### config.mk
export PLATFORM = sky130hd
export DESIGN_NAME = lcg_rejection_word_generator
export DESIGN_NICKNAME = d
export VERILOG_FILES = /design/src/rtl/core/lcgrw_pkg.sv /design/src/rtl/core/lcgrw_datapath.sv /design/src/rtl/core/lcgrw_ctrl.sv /design/src/rtl/core/lcg_rejection_word_generator.sv
export VERILOG_INCLUDE_DIRS = /design/src /design/src/rtl/core
export SDC_FILE = /design/constraint.sdc
export NUM_CORES = 1
export LEC_CHECK = 0
export BUFFER_PORTS_ARGS = -buffer_cell sky130_fd_sc_hd__buf_4
export CORE_MARGIN = 10
export CORE_UTILIZATION = 40
export DETAILED_ROUTE_END_ITERATION = 10
export PLACE_DENSITY = 0.66
export SLEW_MARGIN = 20
export SYNTH_ARGS = -nofsm -noshare
export SYNTH_HDL_FRONTEND = slang
export SYNTH_SLANG_ARGS = --single-unit
### constraint.sdc
create_clock -name clk -period 11.4 [get_ports clk]
set_clock_uncertainty 0.2 [all_clocks]
set_input_delay 2.28 -clock clk [delete_from_list [all_inputs] [get_ports clk]]
set_output_delay 2.28 -clock clk [all_outputs]
set_load 0.02 [all_outputs]
### src/rtl/core/lcg_rejection_word_generator_defines.svh
// ---------------------------------------------------------------------------
// LCG rejection word generator - assertion macros
// Concurrent assertion wrappers used by the controller; empty in synthesis.
// ---------------------------------------------------------------------------
`ifndef LCG_REJECTION_WORD_GENERATOR_DEFINES_SVH
`define LCG_REJECTION_WORD_GENERATOR_DEFINES_SVH

`ifndef SYNTHESIS
// lbl: assertion label, prop: property body, msg: error text
`define LRWG_ASSERT(lbl, prop, msg) \
  lbl: assert property (@(posedge clk) disable iff (!rst_n) prop) else $error(msg);
// cond must never be true
`define LRWG_ASSERT_NEVER(lbl, cond, msg) \
  `LRWG_ASSERT(lbl, !(cond), msg)
`else
`define LRWG_ASSERT(lbl, prop, msg)
`define LRWG_ASSERT_NEVER(lbl, cond, msg)
`endif

`endif

### src/rtl/core/lcgrw_pkg.sv
// ---------------------------------------------------------------------------
// LCG rejection word generator - package
// Constants, command codes and controller/datapath interface types.
// ---------------------------------------------------------------------------
package lcgrw_pkg;

  localparam int unsigned StateW = 32;
  localparam int unsigned ByteW  = 8;
  localparam int unsigned RawW   = 15;

  localparam logic [StateW-1:0] LcgMul   = 32'd1103515245;
  localparam logic [StateW-1:0] LcgInc   = 32'd12345;
  localparam logic [StateW-1:0] LcgReset = 32'd1;
  localparam logic [9:0]        ByteMod  = 10'd257;

  typedef enum logic [1:0] {
    CMD_SEED = 2'd0,
    CMD_BYTE = 2'd1,
    CMD_WORD = 2'd2
  } cmd_t;

  typedef enum logic {
    ST_IDLE = 1'b0,
    ST_RUN  = 1'b1
  } fsm_t;

  // controller -> datapath
  typedef struct packed {
    logic load_seed;
    logic step;       // commit one generator step
    logic shift;      // accepted byte goes into the word accumulator
    logic out_load;   // capture the finished result
    logic word_mode;
  } dp_cmd_t;

  // datapath -> controller
  typedef struct packed {
    logic byte_ok;    // current candidate draw passes the mod-257 test
  } dp_status_t;

endpackage

### src/rtl/core/lcgrw_datapath.sv
// ---------------------------------------------------------------------------
// LCG rejection word generator - datapath
// LCG state, one step per cycle if enabled, mod-257 rejection, word packing.
// ---------------------------------------------------------------------------
module lcgrw_datapath import lcgrw_pkg::*; (
  input  logic              clk,
  input  logic              rst_n,
  input  dp_cmd_t           cmd_i,
  input  logic [StateW-1:0] seed_i,
  output dp_status_t        status_o,
  output logic [StateW-1:0] value_o
);

  logic [StateW-1:0] lcg_r, lcg_nxt;
  logic [StateW-1:0] step_val;
  logic [RawW-1:0]   raw;
  logic [9:0]        diff;
  logic [8:0]        rem;
  logic [ByteW-1:0]  byte_val;
  logic [StateW-1:0] acc_r, acc_nxt;
  logic [StateW-1:0] out_r, out_nxt;
  logic [StateW-1:0] result;

  assign step_val = lcg_r * LcgMul + LcgInc;
  assign raw      = step_val[30:16];

  // 256 == -1 mod 257, so raw mod 257 = low byte - high part, wrapped once
  always_comb begin
    diff = {2'b00, raw[7:0]} - {3'b000, raw[14:8]};
    if (diff[9]) begin
      diff = diff + ByteMod;
    end
    rem = diff[8:0];
  end

  assign byte_val         = rem[ByteW-1:0];
  assign status_o.byte_ok = !rem[8];

  assign result = cmd_i.word_mode ? {byte_val, acc_r[StateW-1:ByteW]}
                                  : {{(StateW-ByteW){1'b0}}, byte_val};

  always_comb begin
    lcg_nxt = lcg_r;
    if (cmd_i.load_seed) begin
      lcg_nxt = seed_i;
    end else if (cmd_i.step) begin
      lcg_nxt = step_val;
    end
  end

  always_comb begin
    acc_nxt = acc_r;
    if (cmd_i.shift) begin
      acc_nxt = {byte_val, acc_r[StateW-1:ByteW]};
    end
  end

  always_comb begin
    out_nxt = out_r;
    if (cmd_i.out_load) begin
      out_nxt = result;
    end
  end

  always_ff @(posedge clk) begin
    if (!rst_n) begin
      lcg_r <= LcgReset;
    end else begin
      lcg_r <= lcg_nxt;
    end
  end

  always_ff @(posedge clk) begin
    acc_r <= acc_nxt;
    out_r <= out_nxt;
  end

  assign value_o = out_r;

endmodule

### src/rtl/core/lcgrw_ctrl.sv
// ---------------------------------------------------------------------------
// LCG rejection word generator - controller
// Command decode, draw sequencing and output beat handshake.
// ---------------------------------------------------------------------------
`include "lcg_rejection_word_generator_defines.svh"

module lcgrw_ctrl import lcgrw_pkg::*; (
  input  logic       clk,
  input  logic       rst_n,
  input  logic       in_valid,
  output logic       in_stall,
  input  logic [1:0] in_cmd,
  output logic       out_valid,
  input  logic       out_stall,
  input  dp_status_t status_i,
  output dp_cmd_t    cmd_o
);

  fsm_t       state_r, state_nxt;
  logic [1:0] cnt_r, cnt_nxt;
  logic       word_mode_r, word_mode_nxt;
  logic       out_valid_r, out_valid_nxt;
  logic       in_take;
  logic       is_draw;
  logic       last_byte;
  logic       out_blocked;

  assign in_take     = in_valid && !in_stall;
  assign is_draw     = (in_cmd == CMD_BYTE) || (in_cmd == CMD_WORD);
  assign last_byte   = !word_mode_r || (cnt_r == 2'd3);
  assign out_blocked = out_valid_r && out_stall;

  // next state
  always_comb begin
    state_nxt     = state_r;
    cnt_nxt       = cnt_r;
    word_mode_nxt = word_mode_r;
    case (state_r)
      ST_IDLE: begin
        if (in_take && is_draw) begin
          state_nxt     = ST_RUN;
          cnt_nxt       = 2'd0;
          word_mode_nxt = (in_cmd == CMD_WORD);
        end
      end
      ST_RUN: begin
        if (cmd_o.out_load) begin
          state_nxt = ST_IDLE;
        end else if (cmd_o.shift) begin
          cnt_nxt = cnt_r + 2'd1;
        end
      end
      default: begin
        state_nxt = ST_IDLE;
      end
    endcase
  end

  // outputs
  always_comb begin
    in_stall        = 1'b1;
    cmd_o.load_seed = 1'b0;
    cmd_o.step      = 1'b0;
    cmd_o.shift     = 1'b0;
    cmd_o.out_load  = 1'b0;
    cmd_o.word_mode = word_mode_r;
    case (state_r)
      ST_IDLE: begin
        in_stall        = 1'b0;
        cmd_o.load_seed = in_valid && (in_cmd == CMD_SEED);
      end
      ST_RUN: begin
        // hold the final step until the output register can take the result
        cmd_o.step     = !(last_byte && status_i.byte_ok && out_blocked);
        cmd_o.shift    = cmd_o.step && status_i.byte_ok;
        cmd_o.out_load = cmd_o.shift && last_byte;
      end
      default: begin
        in_stall = 1'b1;
      end
    endcase
  end

  always_comb begin
    out_valid_nxt = out_valid_r;
    if (cmd_o.out_load) begin
      out_valid_nxt = 1'b1;
    end else if (out_valid_r && !out_stall) begin
      out_valid_nxt = 1'b0;
    end
  end

  always_ff @(posedge clk) begin
    if (!rst_n) begin
      state_r     <= ST_IDLE;
      cnt_r       <= 2'd0;
      word_mode_r <= 1'b0;
      out_valid_r <= 1'b0;
    end else begin
      state_r     <= state_nxt;
      cnt_r       <= cnt_nxt;
      word_mode_r <= word_mode_nxt;
      out_valid_r <= out_valid_nxt;
    end
  end

  assign out_valid = out_valid_r;

  `LRWG_ASSERT_NEVER(a_no_overwrite, cmd_o.out_load && out_blocked, "pending result overwritten")
  `LRWG_ASSERT(a_load_sets_valid, cmd_o.out_load |=> out_valid_r, "result beat not presented")
  `LRWG_ASSERT(a_draw_starts, (in_take && is_draw) |=> (state_r == ST_RUN), "draw did not start")
  `LRWG_ASSERT(a_byte_cnt, (state_r == ST_RUN && !word_mode_r) |-> (cnt_r == 2'd0), "byte count in byte mode")

endmodule

### src/rtl/core/lcg_rejection_word_generator.sv
// ---------------------------------------------------------------------------
// LCG rejection word generator - top level
// Seedable ANSI-style LCG producing rejection-sampled random bytes and words.
// ---------------------------------------------------------------------------
// Each accepted beat is a command: a seed load returns nothing; a byte draw
// steps the generator until a raw draw is accepted; a word draw does so until
// four bytes are accepted. A raw draw is rejected when its value is 256 mod
// 257, about 1 in 258. One generator step, a 32x32 multiply-add, runs per
// cycle and sets the rate, except while a final step is held as below.
// A new command is accepted in the cycle after the previous draw completes;
// a finished result waits in the output register without blocking a new
// command, but the next draw holds its final step until that result is
// taken. Unused command code 3 is accepted and ignored. State resets to 1.
// ---------------------------------------------------------------------------
module lcg_rejection_word_generator import lcgrw_pkg::*; (
  input  logic              clk,
  input  logic              rst_n,
  input  logic              in_valid,
  output logic              in_stall,
  input  logic [1:0]        in_cmd,
  input  logic [StateW-1:0] in_seed_value,
  output logic              out_valid,
  input  logic              out_stall,
  output logic [StateW-1:0] out_value
);

  dp_cmd_t    dp_cmd;
  dp_status_t dp_status;

  lcgrw_ctrl u_ctrl (
    .clk       (clk),
    .rst_n     (rst_n),
    .in_valid  (in_valid),
    .in_stall  (in_stall),
    .in_cmd    (in_cmd),
    .out_valid (out_valid),
    .out_stall (out_stall),
    .status_i  (dp_status),
    .cmd_o     (dp_cmd)
  );

  lcgrw_datapath u_datapath (
    .clk      (clk),
    .rst_n    (rst_n),
    .cmd_i    (dp_cmd),
    .seed_i   (in_seed_value),
    .status_o (dp_status),
    .value_o  (out_value)
  );

endmodule
---- After elaboration in Yosys (flattened, before gate mapping) ----
Cells that the tools add are included.
cells by class
  multiply operators ...................... 1
  bitwise operators ....................... 1
  add/subtract/negate cells ............... 4
  mux-type cells .......................... 16
  equality and inequality tests ........... 6
  reductions and logical operators ........ 20
operators with widths
  kind                                                  number
  2-to-1 mux 32 bit                                     2
  adder 32 x 14 -> 32 bit (second input constant)       1
  multiplier 32 x 31 -> 32 bit (second input constant)  1
  adder 9 bit (second input constant)                   1
  logical AND 1 bit                                     9
  2-to-1 mux 9 bit                                      1
  subtractor 8 x 7 -> 9 bit                             1
  2-to-1 mux 8 bit                                      1
  2-to-1 mux 1 bit                                      6
  2-to-1 mux 2 bit                                      3
  inequality test 2 bit (second input constant)         3
  equality test 2 bit (second input constant)           2
  logical NOT 1 bit                                     4
  case mux 2 bit (2 select lines)                       1
  nonzero test 2 bit                                    2
  2-to-1 mux 3 bit                                      1
  AND reduction 3 bit                                   1
  adder 2 x 1 -> 2 bit (second input constant)          1
  equality test 2 x 1 -> 1 bit (second input constant)  1
  logical NOT 2 bit                                     1
  logical OR 1 bit                                      2
  case mux 1 bit (2 select lines)                       1
  AND reduction 2 bit                                   1
  NOT 1 bit                                             1
storage, ports and cells
  output and inout port bits .............. 34
  input port bits ......................... 38
  logic and storage cells ................. 56
  bits in registers ....................... 101

---- Depth between registers and ports, before layout ----
Gate-level depths: netlist of run 1.
  depth after elaboration ................. 15
  mapped depth ............................ 42
  mapped depth without buffers ............ 39

---- Cells and area by module ----
A second synthesis of run 1 with hierarchy kept.
second synthesis, totals
  cells, all modules ...................... 1296
  area, all modules ....................... 12799.8 um^2
modules (own cells, without submodules)
  module          area an instance (um^2)  times used  cells each
  lcgrw_datapath  12483.2                  1           1261
  lcgrw_ctrl      316.6                    1           35

---- Worst setup path before layout of run 1 ----
OpenSTA, ideal clock, no wires.
  path type ............................... reg-to-reg
  start ................................... register u_datapath.lcg_r[8]
  end ..................................... register u_datapath.out_r[0] (netlist: u_datapath.value_o[0]) (enable)
  data arrival time ....................... 9.133 ns
  setup time .............................. 0.421 ns
  cell stages (with the launch flop) ...... 37
  slack ................................... 1.645 ns
  buffers on the path ..................... 1
  clock period less this slack ............ 9.755 ns
  path through ............................ dfxtp_1 -> ha_1 -> fa_1 -> fa_1 -> inv_1 -> fa_1 -> inv_1 -> ha_1 -> inv_1 -> fa_1 -> inv_1 -> fa_1 -> fa_1 -> ha_1 -> clkbuf_1 -> nand3_1 -> o211ai_1 -> a41o_1 -> o21a_1 -> o21a_1 -> o21ai_0 -> nand2b_1 -> a21oi_1 -> o21bai_1 -> a21oi_1 -> xnor2_1 -> ha_1 -> inv_1 -> ha_1 -> a31oi_1 -> a21boi_4 -> o211ai_2 -> a2111oi_0 -> o21ai_0 -> a31o_2 -> nand2_1 -> nor2_1
RTL lines
  item                    RTL line              text
  start, declared         lcgrw_datapath.sv:14  logic [StateW-1:0] lcg_r, lcg_nxt;
  start signal, assigned  lcgrw_datapath.sv:67  lcg_r <= LcgReset;
  start signal, assigned  lcgrw_datapath.sv:69  lcg_r <= lcg_nxt;
  end signal, assigned    lcgrw_datapath.sv:75  out_r <= out_nxt;
  end, declared           lcgrw_datapath.sv:21  logic [StateW-1:0] out_r, out_nxt;

---- Worst setup path after layout of run 1 ----
  start ................................... register u_datapath.lcg_r[12]
  end ..................................... register u_datapath.lcg_r[16]
between the ends
  cells in the longest elaborated chain, start to end .. 11
  elaborated cells on any way between the ends .. 13
  those cells by class .................... add/sub (3); mul (1); mux (4); reduce/logical (5)
RTL lines
  item                              RTL line              text
  multiplier 32 x 31 -> 32 bit (*)  lcgrw_datapath.sv:24  assign step_val = lcg_r * LcgMul + LcgInc;
  adder 32 x 14 -> 32 bit (*)       lcgrw_datapath.sv:24
  subtractor 8 x 7 -> 9 bit         lcgrw_datapath.sv:29  diff = {2'b00, raw[7:0]} - {3'b000, raw[14:8]};
  adder 9 bit                       lcgrw_datapath.sv:31  diff = diff + ByteMod;
  2-to-1 mux 9 bit                  lcgrw_datapath.sv:30  if (diff[9]) begin
  logical NOT 1 bit                 lcgrw_datapath.sv:37  assign status_o.byte_ok = !rem[8];
  logical AND 1 bit (2 in series)   lcgrw_ctrl.sv:74      cmd_o.step = !(last_byte && status_i.byte_ok && out_blocked);
  logical NOT 1 bit                 lcgrw_ctrl.sv:74
  2-to-1 mux 3 bit                  lcgrw_ctrl.sv:67      case (state_r)
  nonzero test 2 bit (no line)      -
Every way passes the cells marked *; elsewhere a longest branch is shown, timed or not. The select of a mux whose other input is x is not followed.
A chain may end at the register's enable or synchronous reset.

==> results of run 1 <==
-- metrics by stage --
| stage | utilization [%] | hold slack [ns] | instances | worst slack, ns |
|---|---|---|---|---|
| after floorplan | - | 0.2181 | 1346 | 1.645 |
| after global placement | 43.60 | 0.2218 | 1839 | 0.9853 |
| after detailed placement | 43.60 | 0.2257 | 1839 | 0.8770 |
| after CTS | 44.52 | 0.2422 | 1855 | 0.8460 |
| after global routing | 44.52 | 0.2597 | 1855 | 0.1919 |
| final | 44.52 | 0.2421 | 1855 | 0.6837 |
-- registers in the layout, indices dropped and copies added, names as in the netlist --
name,flops
u_ctrl.cnt_r,2
u_ctrl.out_valid,1
u_ctrl.state_r,1
u_ctrl.word_mode_r,1
u_datapath.acc_r,24
u_datapath.lcg_r,31
u_datapath.value_o,32
-- cell families after synthesis --
group / synth area share, %
flops: 18.30
buf+inv: 12.61
simple gates: 7.176
fa+ha+maj: 46.64
xor+xnor: 5.070
compound gates: 9.311
mux: 0.8958
-- per-layer routing --
layer | vias to the layer above | wire [µm] | global-route usage [%]
li1 | 4359 | - | -
met1 | 4498 | 14900 | 21.51
met2 | 176 | 15990 | 28.92
met3 | 35 | 1344 | 2.378
met4 | 0 | 748 | 4.859
met5 | - | 0 | 0
-- worst max-delay path, delay by kind of cell, from the launching register on --
kind / cells / cell delay [ns]
XOR/XNOR: 1 / 0.41
flip-flops: 1 / 0.57
AO/OA/AOI/OAI: 10 / 2.36
adder cells (fa/ha/maj): 10 / 4.61
AND/OR/NAND/NOR: 4 / 1.35
buffers and inverters: 9 / 1.05
-- worst max path at each step --
stage	startpoint	endpoint	slack [ns]	depth (start not counted)
floorplan	u_datapath.lcg_r[8]$_SDFFE_PN0P_	u_datapath.value_o[0]$_DFFE_PP_	1.65	36
global placement	u_datapath.lcg_r[5]$_SDFFE_PN0P_	u_datapath.lcg_r[6]$_SDFFE_PN0P_	0.99	37
detailed placement	u_datapath.lcg_r[5]$_SDFFE_PN0P_	u_datapath.lcg_r[6]$_SDFFE_PN0P_	0.88	37
CTS	u_datapath.lcg_r[5]$_SDFFE_PN0P_	u_datapath.lcg_r[6]$_SDFFE_PN0P_	0.85	37
global route	u_datapath.lcg_r[5]$_SDFFE_PN0P_	u_datapath.lcg_r[2]$_SDFFE_PN0P_	0.19	37
finish	u_datapath.lcg_r[12]$_SDFFE_PN0P_	u_datapath.lcg_r[16]$_SDFFE_PN0P_	0.68	34
-- cells in the mapped netlist, types with 2 or more instances --
master and number:
sky130_fd_sc_hd__a31o_2 3, sky130_fd_sc_hd__nand3_1 26, sky130_fd_sc_hd__or2_2 3, sky130_fd_sc_hd__a211oi_1 4
sky130_fd_sc_hd__a2111oi_2 3, sky130_fd_sc_hd__nor4b_1 2, sky130_fd_sc_hd__nand2b_1 9, sky130_fd_sc_hd__nor3_1 9
sky130_fd_sc_hd__or4_1 2, sky130_fd_sc_hd__nor2_1 45, sky130_fd_sc_hd__dfxtp_1 36, sky130_fd_sc_hd__xor2_1 16
sky130_fd_sc_hd__o211a_1 3, sky130_fd_sc_hd__nor3b_1 2, sky130_fd_sc_hd__a311oi_2 14, sky130_fd_sc_hd__mux2i_1 5
sky130_fd_sc_hd__a21o_1 7, sky130_fd_sc_hd__o21ai_0 46, sky130_fd_sc_hd__o21bai_1 3, sky130_fd_sc_hd__o211ai_1 6
sky130_fd_sc_hd__xnor2_1 60, sky130_fd_sc_hd__a31oi_1 4, sky130_fd_sc_hd__a2bb2oi_1 5, sky130_fd_sc_hd__nand4_1 7
sky130_fd_sc_hd__mux2_2 6, sky130_fd_sc_hd__a21oi_1 41, sky130_fd_sc_hd__o211ai_2 2, sky130_fd_sc_hd__ha_1 203
sky130_fd_sc_hd__buf_2 3, sky130_fd_sc_hd__buf_4 2, sky130_fd_sc_hd__clkbuf_1 20, sky130_fd_sc_hd__nor2b_1 7
sky130_fd_sc_hd__fa_1 179, sky130_fd_sc_hd__a311oi_1 3, sky130_fd_sc_hd__buf_6 3, sky130_fd_sc_hd__inv_1 402
sky130_fd_sc_hd__nor4_1 2, sky130_fd_sc_hd__o21a_1 4, sky130_fd_sc_hd__edfxtp_1 56, sky130_fd_sc_hd__nand2_1 39
sky130_fd_sc_hd__and2_1 28
-- cell type report --
class                   count  area [µm²]  share of cell area, %
multi-input cells         822        9080                  62.85
clock inverters             7       73.82                 0.5110
flip-flops and latches     92        2402                  16.63
clock buffers               9       225.2                  1.559
inverters                 403        1513                  10.47
well taps                 442       553.0                  3.828
repair buffers             80       600.6                  4.157
==> results.md, run 1 <==
- **I/O pin total** 72
- **number of nets produced by synthesis** 1766
- **post-layout minimum cycle time** 10.72 ns
- **Num CTS Buffers** 9
- **DR WL/cell** 17.78 µm
- **slew at the pin closest to its max-slew limit** 0.8398 ns
- **most common cell after layout, fill and taps aside** sky130_fd_sc_hd__inv_1
- **total cell area at the placement stage** 0.01415 mm²
- **endpoint of the worst hold path** u_datapath.acc_r[22]$_DFFE_PP_
- **Post-Synthesis Cell Area** 0.01313 mm²
- **number of buffers inserted by hold repair at cts** 0
- **antenna violations before repair** 0
- **count of antenna-violating nets left after detailed routing** 0
- **Site Rows** 66
- **Slew HR** 44.02%
- **commonest non-fill, non-tap cells in the layout** sky130_fd_sc_hd__inv_1, sky130_fd_sc_hd__ha_1, sky130_fd_sc_hd__fa_1
- **setup total negative slack** 0 ns
- **vias in the first global route** 10033
- **via total after detailed routing** 9068
- **number of cells upsized or downsized after cts** 0
- **kind of critical path** flop to flop
- **outcome** complete, no violations
- **warning count from the yosys run** 0
- **DRC violations left** 0
- **unrepaired setup endpoints after global routing** false
- **async set-or-reset flop fraction in the synthesized netlist** 0%
- **clock input transition at the sequential cells of the worst setup and hold paths** 0.08 ns
- **buffer cell driving the clock tree root** sky130_fd_sc_hd__clkbuf_16
- **full die area** 0.04047 mm²
- **Worst R2R Path Depth** 34
- **global-route wire length before repair** 53.81 mm
- **Die Ht** 201.2 µm
- **share of final-layout standard cells stronger than drive strength 1** 9.696%
- **Hold Vio Cnt, Final** 0
- **Gate Count Post-Synth** 1346
- **DRC marker count from the first detailed-route iteration** 452
- **Core Region** 0.03245 mm²
- **overall overflow remaining after global route** 0
- **final setup violating endpoints** 0
- **Diodes inserted** 0
- **Worst Path Arrival** 10.74 ns
- **syn_area_per_cell** 9.754 µm²
- **clock insertion delay at the later pin of the skew report** 0.36 ns
- **relative area change from synthesis to final layout** 10.04%
- **final WL** 32.99 mm
- **Post-CTS Setup Bufs** 0
- **CP max stage cell** sky130_fd_sc_hd__dfxtp_1
- **total count of max-transition violations in the final report** 0
- **delay of the slowest cell on the worst path** 0.57 ns
- **number of synthesized flops with an enable pin** 56
- **area leader, netlist** sky130_fd_sc_hd__fa_1
- **starting utilization of the core area** 40.45%
- **detailed-router iteration count before antenna repair** 5
- **Crit path required time** 11.43 ns
- **number of filler cells placed in the layout** 3090
- **Die Width** 201.2 µm
- **CP Capture Type** flop
- **portion of synthesized cell area occupied by the leading cell type** 27.29%
- **sequential-to-total area share from yosys stat** 18.30%
- **Worst R2R Start** u_datapath.lcg_r[12]$_SDFFE_PN0P_
- **number of different library cells in the post-synthesis netlist** 67
- **total global-route track usage** 16.80%
- **RD Place Congestion** 0.9395
- **Most used DFF post-synth** sky130_fd_sc_hd__edfxtp_1
- **final std cell area, no fill** 0.01445 mm²
- **register bit total from synthesis** 92
- **startpoint type of the worst setup path** flop
- **largest cells by area after synthesis** sky130_fd_sc_hd__fa_1, sky130_fd_sc_hd__ha_1, sky130_fd_sc_hd__edfxtp_1, sky130_fd_sc_hd__inv_1, sky130_fd_sc_hd__dfxtp_1
- **vias per cell** 4.888
- **CTS tree** done
- **Clock Sink Count** 92
- **number of max-cap violations** 0
- **worst-path fanout max** 34
- **source of the worst hold timing path** u_datapath.acc_r[30]$_DFFE_PP_
- **Critical R2R Capture** u_datapath.lcg_r[16]$_SDFFE_PN0P_
- **part of the cycle the worst path needs** 94.00%
- **worst reg-to-reg setup slack** 0.68 ns
- **worst hold path class** flop to flop
- **buffers from clock root to sink, at most** 2
- **NumNets Final** 1828
- **total number of H-tree levels** 3
- **number of buffers added on ports** 70
- **pin count of the biggest net entering global routing** 50
- **Cells on Worst Hold Path** 0
- **highest clock rate** 93.32 MHz
- **sum of net half-perimeters after detailed placement** 28.09 mm
Power of run 1 is left out: the tool's default activity adds up to more than one toggle a clock period on the data nets, which glitch-free logic cannot reach.
==> run 2, diff against run 1 <==
--- a/config.mk
+++ b/config.mk
@@ -6,7 +6,7 @@
 export SDC_FILE = /design/constraint.sdc
 export NUM_CORES = 1
 export LEC_CHECK = 0
-export BUFFER_PORTS_ARGS = -buffer_cell sky130_fd_sc_hd__buf_4
+export BUFFER_PORTS_ARGS = -buffer_cell sky130_fd_sc_hd__buf_2
 export CORE_MARGIN = 10
 export CORE_UTILIZATION = 40
 export DETAILED_ROUTE_END_ITERATION = 10
==> run 2 against run 1 <==
Non-clock buffer count is 2 lower. Wire length is 0.57% lower. Via count is 0.13% higher. Global-route usage is 0.098 points lower. Sequential cell count stayed put. Sequential share of layout area is 0.18 points higher. Register-to-register slack better by 0.04 ns. Die area stayed put. Setup slack better by 0.045 ns. First-iteration DRC count is 21% higher. Clock-buffer cell count stayed put. Critical path type unchanged.
==> results.md, run 2 (synthesis gave the netlist of run 1 again) <==
- **share of final-layout standard cells stronger than drive strength 1** 9.568%, -0.13 points
- **Post-CTS Setup Bufs** 0, unchanged
- **RD Place Congestion** 0.9277, -1.3%
- **total cell area at the placement stage** 0.01397 mm², -1.3%
- **startpoint type of the worst setup path** flop
- **number of buffers inserted by hold repair at cts** 0, unchanged
- **global-route wire length before repair** 53.74 mm, -0.13%
- **I/O pin total** 72, unchanged
- **DR WL/cell** 17.70 µm, -0.46%
- **sum of net half-perimeters after detailed placement** 28.09 mm, about the same
- **part of the cycle the worst path needs** 93.61%, -0.39 points
- **buffer cell driving the clock tree root** sky130_fd_sc_hd__clkbuf_16
- **outcome** complete, no violations
- **worst-path fanout max** 32, -5.9%
- **Hold Vio Cnt, Final** 0, unchanged
- **share of the core filled with cells in the final layout** 44.03%, -0.49 points
- **number of buffers added on ports** 70, unchanged
- **setup total negative slack** 0 ns, unchanged
- **highest clock rate** 93.71 MHz, +0.42%
- **antenna violations before repair** 2, +2
- **total count of max-transition violations in the final report** 0, unchanged
- **number of max-cap violations** 0, unchanged
- **DRC marker count from the first detailed-route iteration** 549, +21%
- **pin count of the biggest net entering global routing** 50, unchanged
- **most common cell after layout, fill and taps aside** sky130_fd_sc_hd__inv_1
- **full die area** 0.04047 mm², unchanged
- **Core Region** 0.03245 mm², unchanged
- **Cells on Worst Hold Path** 0, unchanged
- **Die Width** 201.2 µm, unchanged
- **Worst R2R Path Depth** 33, -2.9%
- **Slew HR** 46.39%, +2.4 points
- **Critical R2R Capture** u_datapath.lcg_r[10]$_SDFFE_PN0P_
- **final setup violating endpoints** 0, unchanged
- **CP max stage cell** sky130_fd_sc_hd__dfxtp_1
- **count of antenna-violating nets left after detailed routing** 0, unchanged
- **starting utilization of the core area** 40.45%, unchanged
- **number of filler cells placed in the layout** 3095, +0.16%
- **Multi-input gate area** 0.009080 mm², unchanged
- **endpoint of the worst hold path** u_datapath.acc_r[16]$_DFFE_PP_
- **unrepaired setup endpoints after global routing** false
- **Diodes inserted** 0, unchanged
- **number of flip-flops in the largest register** 32, unchanged
- **detailed-router iteration count before antenna repair** 5, unchanged
- **worst hold path class** flop to flop
- **worst reg-to-reg setup slack** 0.73 ns, +0.04 ns
- **Clock Sink Count** 92, unchanged
- **Num CTS Buffers** 9, unchanged
- **Crit path required time** 11.42 ns, about the same
- **post-layout minimum cycle time** 10.67 ns, -0.04488 ns
- **buffers from clock root to sink, at most** 2, unchanged
- **NumNets Final** 1826, -0.11%
- **DRC violations left** 0, unchanged
- **kind of critical path** flop to flop
- **Worst R2R Start** u_datapath.lcg_r[4]$_SDFFE_PN0P_
- **via total after detailed routing** 9080, +0.13%
- **clock insertion delay at the later pin of the skew report** 0.36 ns, about the same
- **source of the worst hold timing path** u_datapath.acc_r[24]$_DFFE_PP_
- **Register Area** 0.002402 mm², unchanged
- **number of cells upsized or downsized after cts** 0, unchanged
- **delay of the slowest cell on the worst path** 0.67 ns, +0.10 ns
- **clock input transition at the sequential cells of the worst setup and hold paths** 0.08 ns, about the same
- **CP Capture Type** flop
- **Die Ht** 201.2 µm, unchanged
- **total global-route track usage** 16.70%, -0.098 points
- **final WL** 32.80 mm, -0.57%
- **vias per cell** 4.900, +0.24%
- **Worst Path Arrival** 10.69 ns, -0.05 ns
- **CTS tree** done
- **total number of H-tree levels** 3, unchanged
- **commonest non-fill, non-tap cells in the layout** sky130_fd_sc_hd__inv_1, sky130_fd_sc_hd__ha_1, sky130_fd_sc_hd__fa_1
- **overall overflow remaining after global route** 0, unchanged
- **vias in the first global route** 10102, +0.69%
- **final std cell area, no fill** 0.01429 mm², -1.1%
- **relative area change from synthesis to final layout** 8.834%
- **Site Rows** 66, unchanged
- **slew at the pin closest to its max-slew limit** 0.8042 ns, -0.03559 ns
-- run 2: cell types whose count changed in the layout (fill, tap and decap cells not counted), sizes merged --
cell / change
clkinv: +1
buf: -2
bufinv: +1
inv: -2
-- run 2: worst max-delay path by stage --
stage                                              to  cells past startpoint                        startpoint
floorplan             u_datapath.value_o[0]$_DFFE_PP_                     36  u_datapath.lcg_r[8]$_SDFFE_PN0P_
CTS                 u_datapath.lcg_r[10]$_SDFFE_PN0P_                     36  u_datapath.lcg_r[5]$_SDFFE_PN0P_
finish              u_datapath.lcg_r[10]$_SDFFE_PN0P_                     33  u_datapath.lcg_r[4]$_SDFFE_PN0P_
detailed placement  u_datapath.lcg_r[10]$_SDFFE_PN0P_                     33  u_datapath.lcg_r[4]$_SDFFE_PN0P_
global placement    u_datapath.lcg_r[10]$_SDFFE_PN0P_                     36  u_datapath.lcg_r[5]$_SDFFE_PN0P_
global route        u_datapath.lcg_r[10]$_SDFFE_PN0P_                     36  u_datapath.lcg_r[4]$_SDFFE_PN0P_
-- run 2: worst max-delay path, delay by kind of cell (launching register included) --
kind	cells	cell delay [ns]
fa+ha+maj	10	4.13
buf+inv	5	0.58
xor+xnor	2	0.57
compound gates	8	2.43
flops	1	0.67
simple gates	8	1.86
-- run 2: per-layer routing --
layer / global-route usage, % / vias to the layer above / part of all wire (%)
met2: 28.17 / 223 / 48
li1: - / 4359 / -
met1: 21.41 / 4445 / 44
met5: 0 / - / 0
met3: 1.960 / 53 / 4.4
met4: 6.738 / 0 / 3.7
-- run 2: stage by stage --
stage	hold slack [ns]	setup WS, ns	cells
finish	0.2484	0.7286	1853
global route	0.2559	0.2604	1853
CTS	0.2470	0.8827	1853
detailed placement	0.2300	0.9061	1837
global placement	0.2216	1.045	1837
floorplan	0.2181	1.645	1346
-- run 2: cell type report --
| class | instances | area share (%) |
|---|---|---|
| Multi-Input combinational cell | 822 | 63.55 |
| Inverter | 403 | 10.59 |
| Timing Repair Buffer | 78 | 2.960 |
| Sequential cell | 92 | 16.81 |
| Tap cell | 442 | 3.870 |
| Clock buffer | 9 | 1.576 |
| Clock inverter | 7 | 0.6480 |
Power of run 2 is left out for the same reason.
==> run 3, diff against run 2 <==
--- a/config.mk
+++ b/config.mk
@@ -14,4 +14,5 @@
 export SLEW_MARGIN = 20
 export SYNTH_ARGS = -nofsm -noshare
 export SYNTH_HDL_FRONTEND = slang
+export SYNTH_HIERARCHICAL = 1
 export SYNTH_SLANG_ARGS = --single-unit
==> run 3 against run 2 <==
Via count fell by 3.4%. Clock-buffer cell count did not move. Synthesized cell count fell by 3.7%. Setup slack improved by 0.29 ns. Critical path depth rose by 6. Sequential share of layout area rose by 0.36 points. Die area fell by 2.3%. Synthesized area fell by 2.5%. Hold slack improved by 0.00096 ns. Final cell count fell by 4.2%. Critical path type unchanged.
==> results.md, run 3 <==
- **leading cell type by number of instances after synthesis** sky130_fd_sc_hd__inv_1
- **antenna violations before repair** 0, -2
- **Post-CTS Setup Bufs** 0, unchanged
- **DRC marker count from the first detailed-route iteration** 478, -13%
- **Die Ht** 198.9 µm, -1.1%
- **Die Width** 198.9 µm, -1.1%
- **I/O pin total** 72, unchanged
- **full die area** 0.03956 mm², -2.3%
- **number of max-cap violations** 0, unchanged
- **CP Capture Type** flop
- **relative area change from synthesis to final layout** 9.267%
- **async set-or-reset flop fraction in the synthesized netlist** 0%, unchanged
- **CTS tree** done
- **via total after detailed routing** 8775, -3.4%
- **register bit total from synthesis** 92, unchanged
- **part of the cycle the worst path needs** 91.04%, -2.6 points
- **area leader, netlist** sky130_fd_sc_hd__fa_1
- **vias in the first global route** 9347, -7.5%
- **outcome** complete, no violations
- **final setup violating endpoints** 0, unchanged
- **setup slack of the critical path after layout** 1.021 ns, +0.2928 ns
- **Diodes inserted** 0, unchanged
- **most used standard cells in the synthesized netlist** sky130_fd_sc_hd__inv_1, sky130_fd_sc_hd__ha_1, sky130_fd_sc_hd__fa_1, sky130_fd_sc_hd__edfxtp_1, sky130_fd_sc_hd__nand2_1
- **most common cell after layout, fill and taps aside** sky130_fd_sc_hd__inv_1
- **setup total negative slack** 0 ns, unchanged
- **delay of the slowest cell on the worst path** 0.65 ns, -0.02 ns
- **sequential-to-total area share from yosys stat** 18.77%, +0.47 points
- **worst reg-to-reg setup slack** 1.02 ns, +0.29 ns
- **number of flip-flops in the largest register** 32, unchanged
- **kind of critical path** flop to flop
- **buffer cell driving the clock tree root** sky130_fd_sc_hd__clkbuf_16
- **syn_area_per_cell** 9.876 µm², +1.3%
- **detailed-router iteration count before antenna repair** 5, unchanged
- **Most used DFF post-synth** sky130_fd_sc_hd__edfxtp_1
- **warning count from the yosys run** 6, +6
- **Clock Sink Count** 92, unchanged
- **post-layout minimum cycle time** 10.38 ns, -0.2928 ns
- **share of final-layout standard cells stronger than drive strength 1** 9.395%, -0.17 points
- **pin count of the biggest net entering global routing** 41, -18%
- **Slew HR** 28.45%, -18 points
- **overall overflow remaining after global route** 0, unchanged
- **Core Region** 0.03156 mm², -2.8%
- **total global-route track usage** 16.44%, -0.26 points
- **Worst Setup Slack post-DPL** 1.094 ns, +0.1879 ns
- **buffers from clock root to sink, at most** 2, unchanged
- **starting utilization of the core area** 40.56%, +0.11 points
- **Num CTS Buffers** 9, unchanged
- **clock insertion delay at the later pin of the skew report** 0.36 ns, about the same
- **number of buffers inserted by hold repair at cts** 0, unchanged
- **count of antenna-violating nets left after detailed routing** 0, unchanged
- **clock input transition at the sequential cells of the worst setup and hold paths** 0.07 ns, about the same
- **total number of H-tree levels** 3, unchanged
- **number of buffers added on ports** 70, unchanged
- **global-route wire length before repair** 50.33 mm, -6.4%
- **final WL** 31.41 mm, -4.3%
- **DR WL/cell** 17.69 µm, about the same
- **slew at the pin closest to its max-slew limit** 1.072 ns, +0.2676 ns
- **Worst Path Arrival** 10.46 ns, -0.23 ns
- **number of synthesized flops with an enable pin** 56, unchanged
- **worst-path fanout max** 10, -69%
- **total count of max-transition violations in the final report** 0, unchanged
- **highest clock rate** 96.35 MHz, +2.8%
- **sum of net half-perimeters after detailed placement** 26.87 mm, -4.3%
- **unrepaired setup endpoints after global routing** false
- **commonest non-fill, non-tap cells in the layout** sky130_fd_sc_hd__inv_1, sky130_fd_sc_hd__ha_1, sky130_fd_sc_hd__fa_1
- **number of nets produced by synthesis** 1720, -2.6%
- **Crit path required time** 11.48 ns, +0.06 ns
- **Site Rows** 65, -1.5%
- **number of filler cells placed in the layout** 3047, -1.6%
- **number of cells upsized or downsized after cts** 0, unchanged
- **share of the core filled with cells in the final layout** 44.32%, +0.29 points
- **Post-Synthesis Cell Area** 0.01280 mm², -2.5%
- **vias per cell** 4.944, +0.89%
- **Gate Count Post-Synth** 1296, -3.7%
- **DRC violations left** 0, unchanged
- **largest cells by area after synthesis** sky130_fd_sc_hd__fa_1, sky130_fd_sc_hd__ha_1, sky130_fd_sc_hd__edfxtp_1, sky130_fd_sc_hd__inv_1, sky130_fd_sc_hd__dfxtp_1
- **RD Place Congestion** 0.9649, +4.0%
- **Hold Vio Cnt, Final** 0, unchanged
- **CP max stage cell** sky130_fd_sc_hd__dfxtp_1
- **worst hold path class** flop to flop
- **NumNets Final** 1792, -1.9%
- **number of different library cells in the post-synthesis netlist** 60, -10%
- **startpoint type of the worst setup path** flop
- **portion of synthesized cell area occupied by the leading cell type** 27.68%, +0.39 points
-- run 3: changes by cell type in the layout (fill, tap and decap cells not counted), sizes merged, moves of 9 or more --
cell / change
a311oi: -15
inv: -11
nand2: +9
nand3: -16
nor2: -18
xnor2: -9
-- run 3: cell families (layout without fill, tap and decap cells) --
logic type      Yosys count  count (layout)  share of synthesized area (%)
buf+inv                 414             491                          12.20
flops                    92              92                          18.77
compound gates          162             162                          8.123
simple gates            156             156                          6.393
xor+xnor                 71              71                          5.152
mux                      15              15                          1.251
fa+ha+maj               386             386                          48.11
-- run 3: worst max-delay path, delay by kind of cell (launching register included) --
family	cells	cell delay, ns
and+or+nand+nor	10	1.62
xor gates and xnor gates	3	1.04
adders and majority gates	10	4.25
DFF	1	0.65
AOI/OAI and AO/OA	8	1.48
buffers and inverters	8	1.06
-- run 3: area by class of cell --
type / count / area, µm² / area share (%)
clock inverters: 7 / 75.07 / 0.5368
well taps: 402 / 503.0 / 3.596
repair buffers: 82 / 440.4 / 3.149
flip-flops and latches: 92 / 2402 / 17.18
inverters: 393 / 1475 / 10.55
multi-input cells: 790 / 8865 / 63.38
clock buffers: 9 / 225.2 / 1.610
-- run 3: layer usage --
layer	global-route usage (%)	routed length (µm)	share of wire (%)
met1	21.00	13390	43
met5	0	0	0
met4	3.136	296	0.94
met3	1.943	1861	5.9
met2	29.24	15860	50
-- run 3: path summary, 6_finish.rpt --
check / startpoint / end / cells after the start
max: u_datapath/lcg_r[6]$_SDFFE_PN0P_ / u_datapath/lcg_r[16]$_SDFFE_PN0P_ / 39
min: u_datapath/acc_r[24]$_DFFE_PP_ / u_datapath/acc_r[16]$_DFFE_PP_ / 0
max reg2reg: u_datapath/lcg_r[6]$_SDFFE_PN0P_ / u_datapath/lcg_r[16]$_SDFFE_PN0P_ / 39
min reg2reg: u_datapath/acc_r[24]$_DFFE_PP_ / u_datapath/acc_r[16]$_DFFE_PP_ / 0
-- run 3: metrics by stage --
step	hold slack [ns]	std cells	cell area, µm²
after floorplan	0.2181	1296	12800
final	0.2494	1775	13990
after detailed placement	0.2295	1759	13690
after global placement	0.2214	1759	13690
after CTS	0.2500	1775	13990
after global routing	0.2574	1775	13990
Power of run 3 is left out for the same reason.
